File: src/hw/rtl/assert_macros.svh
// assertion macros shared by the sampler rtl
`ifndef ASSERT_MACROS_SVH
`define ASSERT_MACROS_SVH
`ifndef SYNTHESIS
`define ASSERT_AT_CLK(lbl, prop, msg) \
  lbl: assert property (@(posedge clk_i) disable iff (!rst_ni) (prop)) else $error(msg);
`define ASSERT_NEVER(lbl, cond, msg) \
  lbl: assert property (@(posedge clk_i) disable iff (!rst_ni) !(cond)) else $error(msg);
`else
`define ASSERT_AT_CLK(lbl, prop, msg)
`define ASSERT_NEVER(lbl, cond, msg)
`endif
`endif

File: src/hw/rtl/gbts_pkg.sv
// types, constants and field layouts of the bilinear texture sampler
package gbts_pkg;

  localparam int unsigned MAP_WIDTH_MAX  = 1024;
  localparam int unsigned MAP_HEIGHT_MAX = 512;

  // texel index widths and per-bank index widths (four banks by x and y parity)
  localparam int unsigned X_W        = $clog2(MAP_WIDTH_MAX);
  localparam int unsigned Y_W        = $clog2(MAP_HEIGHT_MAX);
  localparam int unsigned COL_W      = (X_W > 1) ? X_W - 1 : 1;
  localparam int unsigned ROW_W      = (Y_W > 1) ? Y_W - 1 : 1;
  localparam int unsigned BANK_AW    = COL_W + ROW_W;
  localparam int unsigned BANK_DEPTH = 1 << BANK_AW;
  localparam int unsigned NUM_BANKS  = 4;

  // item field widths
  localparam int unsigned OP_W      = 2;
  localparam int unsigned TEX_X_W   = 10;
  localparam int unsigned TEX_Y_W   = 9;
  localparam int unsigned COLOR_W   = 8;
  localparam int unsigned RGB_W     = 3 * COLOR_W;
  localparam int unsigned COORD_W   = 17;
  localparam int unsigned LAT_W     = 25;
  localparam int unsigned LON_W     = 26;
  localparam int unsigned CHAN_W    = 16;
  localparam int unsigned OUT_W     = 3 * CHAN_W;
  localparam int unsigned STATUS_W  = 2;
  localparam int unsigned FRAC_W    = 16;
  localparam int unsigned CFG_WID_W = 11;
  localparam int unsigned CFG_HGT_W = 10;

  // configuration port
  localparam int unsigned APB_AW = 4;
  localparam int unsigned APB_DW = 32;
  localparam logic [1:0] REG_MAP_WIDTH  = 2'd0;
  localparam logic [1:0] REG_MAP_HEIGHT = 2'd1;
  localparam logic [1:0] REG_MAP_LOADED = 2'd2;
  localparam logic [CFG_WID_W-1:0] MAP_WIDTH_RST  = 11'd1024;
  localparam logic [CFG_HGT_W-1:0] MAP_HEIGHT_RST = 10'd512;

  // opcodes
  localparam logic [OP_W-1:0] OP_WRITE      = 2'd0;
  localparam logic [OP_W-1:0] OP_SAMPLE_UV  = 2'd1;
  localparam logic [OP_W-1:0] OP_SAMPLE_GEO = 2'd2;
  localparam logic [OP_W-1:0] OP_NONE       = 2'd3;

  // fixed point constants
  localparam int unsigned ONE_Q16 = 65536;
  localparam logic [CHAN_W-1:0] FULL_SCALE = 16'd65280;
  localparam logic [CHAN_W-1:0] GRAY_LEVEL = 16'd45696;
  localparam int unsigned DEG_55  = 55 * 65536;
  localparam int unsigned DEG_180 = 180 * 65536;
  localparam int unsigned DEG_360 = 360 * 65536;

  // x / 360 = (x >> 3) / 45 and x / 110 = (x >> 1) / 55, by reciprocal multiply
  localparam int unsigned U_N_W       = 22;
  localparam int unsigned V_N_W       = 22;
  localparam int unsigned DIV45_W     = 24;
  localparam int unsigned DIV45_SHIFT = 29;
  localparam logic [DIV45_W-1:0] DIV45_MUL = 24'd11930465;
  localparam int unsigned DIV55_W     = 23;
  localparam int unsigned DIV55_SHIFT = 28;
  localparam logic [DIV55_W-1:0] DIV55_MUL = 23'd4880645;

  // queue between front and back
  localparam int unsigned FIFO_DEPTH = 4;
  localparam int unsigned FIFO_AW    = $clog2(FIFO_DEPTH);

  typedef enum logic [STATUS_W-1:0] {
    ST_SAMPLED     = 2'd0,
    ST_OUT_OF_BAND = 2'd1,
    ST_NOT_LOADED  = 2'd2,
    ST_WRITE_DONE  = 2'd3
  } status_e;

  // input tdata layout, tex_x in the lowest bits
  typedef struct packed {
    logic signed [LON_W-1:0] longitude;
    logic signed [LAT_W-1:0] latitude;
    logic [COORD_W-1:0]      coord_v;
    logic [COORD_W-1:0]      coord_u;
    logic [COLOR_W-1:0]      blue;
    logic [COLOR_W-1:0]      green;
    logic [COLOR_W-1:0]      red;
    logic [TEX_Y_W-1:0]      tex_y;
    logic [TEX_X_W-1:0]      tex_x;
  } in_data_t;

  localparam int unsigned IN_DATA_W = $bits(in_data_t);

  typedef struct packed {
    logic           ready;
    logic [X_W-1:0] w_m1;
    logic [Y_W-1:0] h_m1;
  } cfg_t;

  // classified item, as queued between front and back
  typedef struct packed {
    status_e            status;
    logic               wr_en;
    logic [X_W-1:0]     wx;
    logic [Y_W-1:0]     wy;
    logic [RGB_W-1:0]   rgb;
    logic [COORD_W-1:0] u;
    logic [COORD_W-1:0] v;
  } item_t;

endpackage

File: src/hw/rtl/gbts_fifo.sv
// short queue of classified items between front and back
`include "assert_macros.svh"

module gbts_fifo (
  input  logic            clk_i,
  input  logic            rst_ni,
  input  logic            push_i,
  input  gbts_pkg::item_t item_i,
  input  logic            pop_i,
  output gbts_pkg::item_t head_o,
  output logic            full_o,
  output logic            empty_o
);
  import gbts_pkg::*;

  item_t              slot_q [FIFO_DEPTH];
  logic [FIFO_AW-1:0] wr_ptr_q, rd_ptr_q;
  logic [FIFO_AW:0]   count_q;

  assign full_o  = (count_q == (FIFO_AW+1)'(FIFO_DEPTH));
  assign empty_o = (count_q == '0);
  assign head_o  = slot_q[rd_ptr_q];

  always_ff @(posedge clk_i or negedge rst_ni) begin
    if (!rst_ni) begin
      wr_ptr_q <= '0;
      rd_ptr_q <= '0;
      count_q  <= '0;
    end else begin
      if (push_i) begin
        wr_ptr_q <= wr_ptr_q + 1'b1;
      end
      if (pop_i) begin
        rd_ptr_q <= rd_ptr_q + 1'b1;
      end
      if (push_i && !pop_i) begin
        count_q <= count_q + 1'b1;
      end else if (pop_i && !push_i) begin
        count_q <= count_q - 1'b1;
      end
    end
  end

  always_ff @(posedge clk_i) begin
    if (push_i) begin
      slot_q[wr_ptr_q] <= item_i;
    end
  end

  `ASSERT_NEVER(a_push_full, push_i && full_o, "push into full queue")
  `ASSERT_NEVER(a_pop_empty, pop_i && empty_o, "pop from empty queue")
  `ASSERT_AT_CLK(a_count_up, push_i && !pop_i |=> count_q == $past(count_q) + 1'b1, "queue count lost a push")

endmodule

File: config.mk
export PLATFORM = sky130hd
export DESIGN_NAME = gbts_fifo
export DESIGN_NICKNAME = d
export VERILOG_FILES = /design/src/hw/rtl/gbts_pkg.sv /design/src/hw/rtl/gbts_fifo.sv
export VERILOG_INCLUDE_DIRS = /design/src /design/src/hw/rtl
export SDC_FILE = /design/constraint.sdc
export NUM_CORES = 1
export LEC_CHECK = 0
export ABC_CLOCK_PERIOD_IN_PS = 3270
export BUFFER_PORTS_ARGS = -buffer_cell sky130_fd_sc_hd__buf_2
export CORE_MARGIN = 2
export CORE_UTILIZATION = 25
export DETAILED_ROUTE_END_ITERATION = 8
export GPL_ROUTABILITY_DRIVEN = 1
export GPL_TIMING_DRIVEN = 0
export PLACE_DENSITY = 0.48
export SKIP_LAST_GASP = 1
export SLEW_MARGIN = 20
export SYNTH_ARGS = -nofsm -noshare
export SYNTH_HDL_FRONTEND = slang
export SYNTH_SLANG_ARGS = --single-unit
File: constraint.sdc
create_clock -name clk_i -period 3.27 [get_ports clk_i]
set_clock_uncertainty 0.2 [all_clocks]
set_input_delay 0.327 -clock clk_i [delete_from_list [all_inputs] [get_ports clk_i]]
set_output_delay 0.327 -clock clk_i [all_outputs]
set_load 0.05 [all_outputs]
==> results.sh <==
export IMPL_status="complete, no violations"
export IMPL_syn_area_per_cell_um2=26.6
export IMPL_rsz0062_at_grt="false"
export IMPL_grt_overflow=0
export IMPL_end_kind="output port"
export IMPL_finalSetupViolCount=0
export IMPL_wirelength_um=25000
export IMPL_tritoncts="yes"
export IMPL_cp_start_kind="flip-flop"
export IMPL_arrival_ps=2150
export IMPL_n_antenna_cell=0
export IMPL_synth_seq_cells=327
export IMPL_final_util=0.331
export IMPL_syn_nets=542
export IMPL_required_ps=2740
export IMPL_powerDensity_nw_per_um2=990
export IMPL_num_fill_cells=4618
export IMPL_hold_viol=0
export IMPL_start_util=0.252
export IMPL_maxCapViolCount=0
export IMPL_relSlewSlack=0.674
export IMPL_holdPathStages=1
export IMPL_r2r_setup_slack_ps=1160
export IMPL_yosys_top_cells_area="edfxtp_1, mux4_2, dfrtp_1"
export IMPL_seq_area_frac_synth=0.814
export IMPL_htree_levels=2
export IMPL_holdWs_ps=290
export IMPL_r2r_start="wr_ptr_q[0]"
export IMPL_dieArea_um2=49900
export IMPL_clk_latency_ps=530
export IMPL_cts_setup_buffers=0
export IMPL_drt_pass1_iter_count=4
export IMPL_grt_usage=0.102
export IMPL_ios=166
export IMPL_wl_per_cell_um=18.0
export IMPL_layout_drive_gt1_share=0.420
export IMPL_final_nets=838
export IMPL_worst_path_max_fanout=10
export IMPL_drtIter0Drc=316
export IMPL_hold_class="reg -> reg"
export IMPL_antenna_found_initial=0
export IMPL_yosysMostFrequentCell="edfxtp_1"
export IMPL_timing_final_crit_period_ps=2680
export IMPL_fin_crit_sh=0.819
export IMPL_path_clk_slew_ps=50
export IMPL_synthTopCellsByCount="edfxtp_1, mux4_2, buf_2"
export IMPL_synth_distinct_cells=19
export IMPL_yosys_area_top_type="edfxtp_1"
export IMPL_holdBufCountCts=84
export IMPL_min_to="count_q[2]"
export IMPL_dp_hpwl_um=15000
export IMPL_ant_nets=0
export IMPL_syn_inst=452
export IMPL_yosysTopAreaCellShare=0.799
export IMPL_power_mw=15.6
export IMPL_leakage_nw=5.40
export IMPL_synth_cell_area_um2=12000
export IMPL_worst_r2r_cell_count=4
export IMPL_ys_warnings_count=0
export IMPL_worst_slew_pin_transition_ps=489
export IMPL_setup_tns_ps=0
export IMPL_worst_setup_path_type="reg -> out"
export IMPL_portBuffers=165
export IMPL_numClockSinks=327
export IMPL_min_from="count_q[2]"
export IMPL_grt_pass1_wl_um=37700
export IMPL_drc=0
export IMPL_die_h_um=223
export IMPL_rows=80
export IMPL_cts_resized=0
export IMPL_syn2layout_area_growth_pct=31.1
export IMPL_synthArstFlopShare=0.0214
export IMPL_via_per_inst=4.09
export IMPL_clock_path_buffers=3
export IMPL_slew_violations=0
export IMPL_cts_made_buffers=37
export IMPL_coreArea_um2=47600
export IMPL_place_congestion=0.623
export IMPL_vias=5683
export IMPL_die_w_um=223
export IMPL_max_clock_freq_ghz=0.373
export IMPL_cts_root_buf="clkbuf_16"
export IMPL_ir_drop_v=0.000383
export IMPL_rr_endpoint="slot_q[3][43]"
export IMPL_synth_edf_count=320
export IMPL_synthFlopType="edfxtp_1"
export IMPL_grt_start_max_net_pins=41
export IMPL_grt_pass1_vias=6123
[state kept, by name, summed over array words and instances (netlist names)]
name and cells:
slot_q 320, count_q 3, rd_ptr_q 2, wr_ptr_q 2
[worst max-delay path, cell delays in order, from the launching register on]
cell and delay, ps:
dfrtp_1 310, buf_2 310, buf_2 380, mux4_2 370
buf_2 230
[logic make-up (layout without fill, tap and decap cells)]
family / after synthesis / in the layout / share of synthesized area
and+or+nand+nor: 9 / 9 / 0.00406
DFF: 327 / 327 / 0.814
buffers and inverters: 22 / 344 / 0.0193
xor gates and xnor gates: 6 / 6 / 0.00437
adders and majority gates: 6 / 6 / 0.00687
muxes: 81 / 81 / 0.151
AOI/OAI and AO/OA: 1 / 1 / 0.000416
[power breakdown]
group	total, mW	switching [mW]	leakage [nW]	internal (mW)
Combinational	6.17	4.18	1.83	1.99
Sequential	5.64	0.162	3.02	5.47
Clock	3.79	1.62	0.546	2.17
[stage by stage]
stage	cells	setup WS, ps	instance area (um2)
global route	1389	432	15800
detailed placement	1240	1070	13800
floorplan	452	144	12000
global placement	1232	-1770	13600
finish	1389	591	15800
CTS	1389	474	15800
[per-layer routing]
metal / GRT usage / up-vias / part of all wire
met4: 0.0338 / 0 / 0.024
met2: 0.165 / 121 / 0.48
li1: - / 2549 / -
met3: 0.0303 / 44 / 0.052
met5: 0 / - / 0
met1: 0.131 / 2969 / 0.44
[how the worst max path moves through the flow]
stage,from,end,slack (ps)
3_5_place_dp,rd_ptr_q[1],head_o[57],1070
2_1_floorplan,wr_ptr_q[0],slot_q[2][0],140
6_report,rd_ptr_q[1],head_o[19],590
3_3_place_gp,wr_ptr_q[1],slot_q[1][30],-1770
4_1_cts,rd_ptr_q[1],head_o[57],470
5_1_grt,rd_ptr_q[1],head_o[36],430
[placed cells by master, fill, tap and decap left out]
cell type      synthesis  layout
and2_4                 0       4
buf_12                 8      11
buf_16                 0       5
buf_2                  9     174
buf_6                  1       1
clkbuf_1               0       6
clkbuf_16              0      39
clkinv_1               0       9
clkinv_2               0       9
dfrtp_1                7       7
dlygate4sd3_1          0      84
edfxtp_1             320     320
fa_1                   1       1
ha_1                   5       5
inv_1                  4       4
inv_6                  0       2
mux2_2                 1       1
mux4_1                 1       1
mux4_2                79      79
nand2_1                2       2
nor2_1                 1       1
nor3_1                 1       1
nor3b_1                1       1
o21ai_0                1       1
xnor2_1                2       2
xor2_1                 4       4
[cell type report]
type | count | area (um2) | share of cell area
tap | 615 | 769 | 0.0488
timing repair buffer | 257 | 1860 | 0.118
sequential | 327 | 9780 | 0.621
clock buffer | 45 | 998 | 0.0634
buffer | 18 | 216 | 0.0137
inverter | 4 | 15.0 | 0.000953
clock inverter | 20 | 96.3 | 0.00611
multi-input combinational | 103 | 2020 | 0.128
No activity file was read; power rests on OpenSTA's default activity.
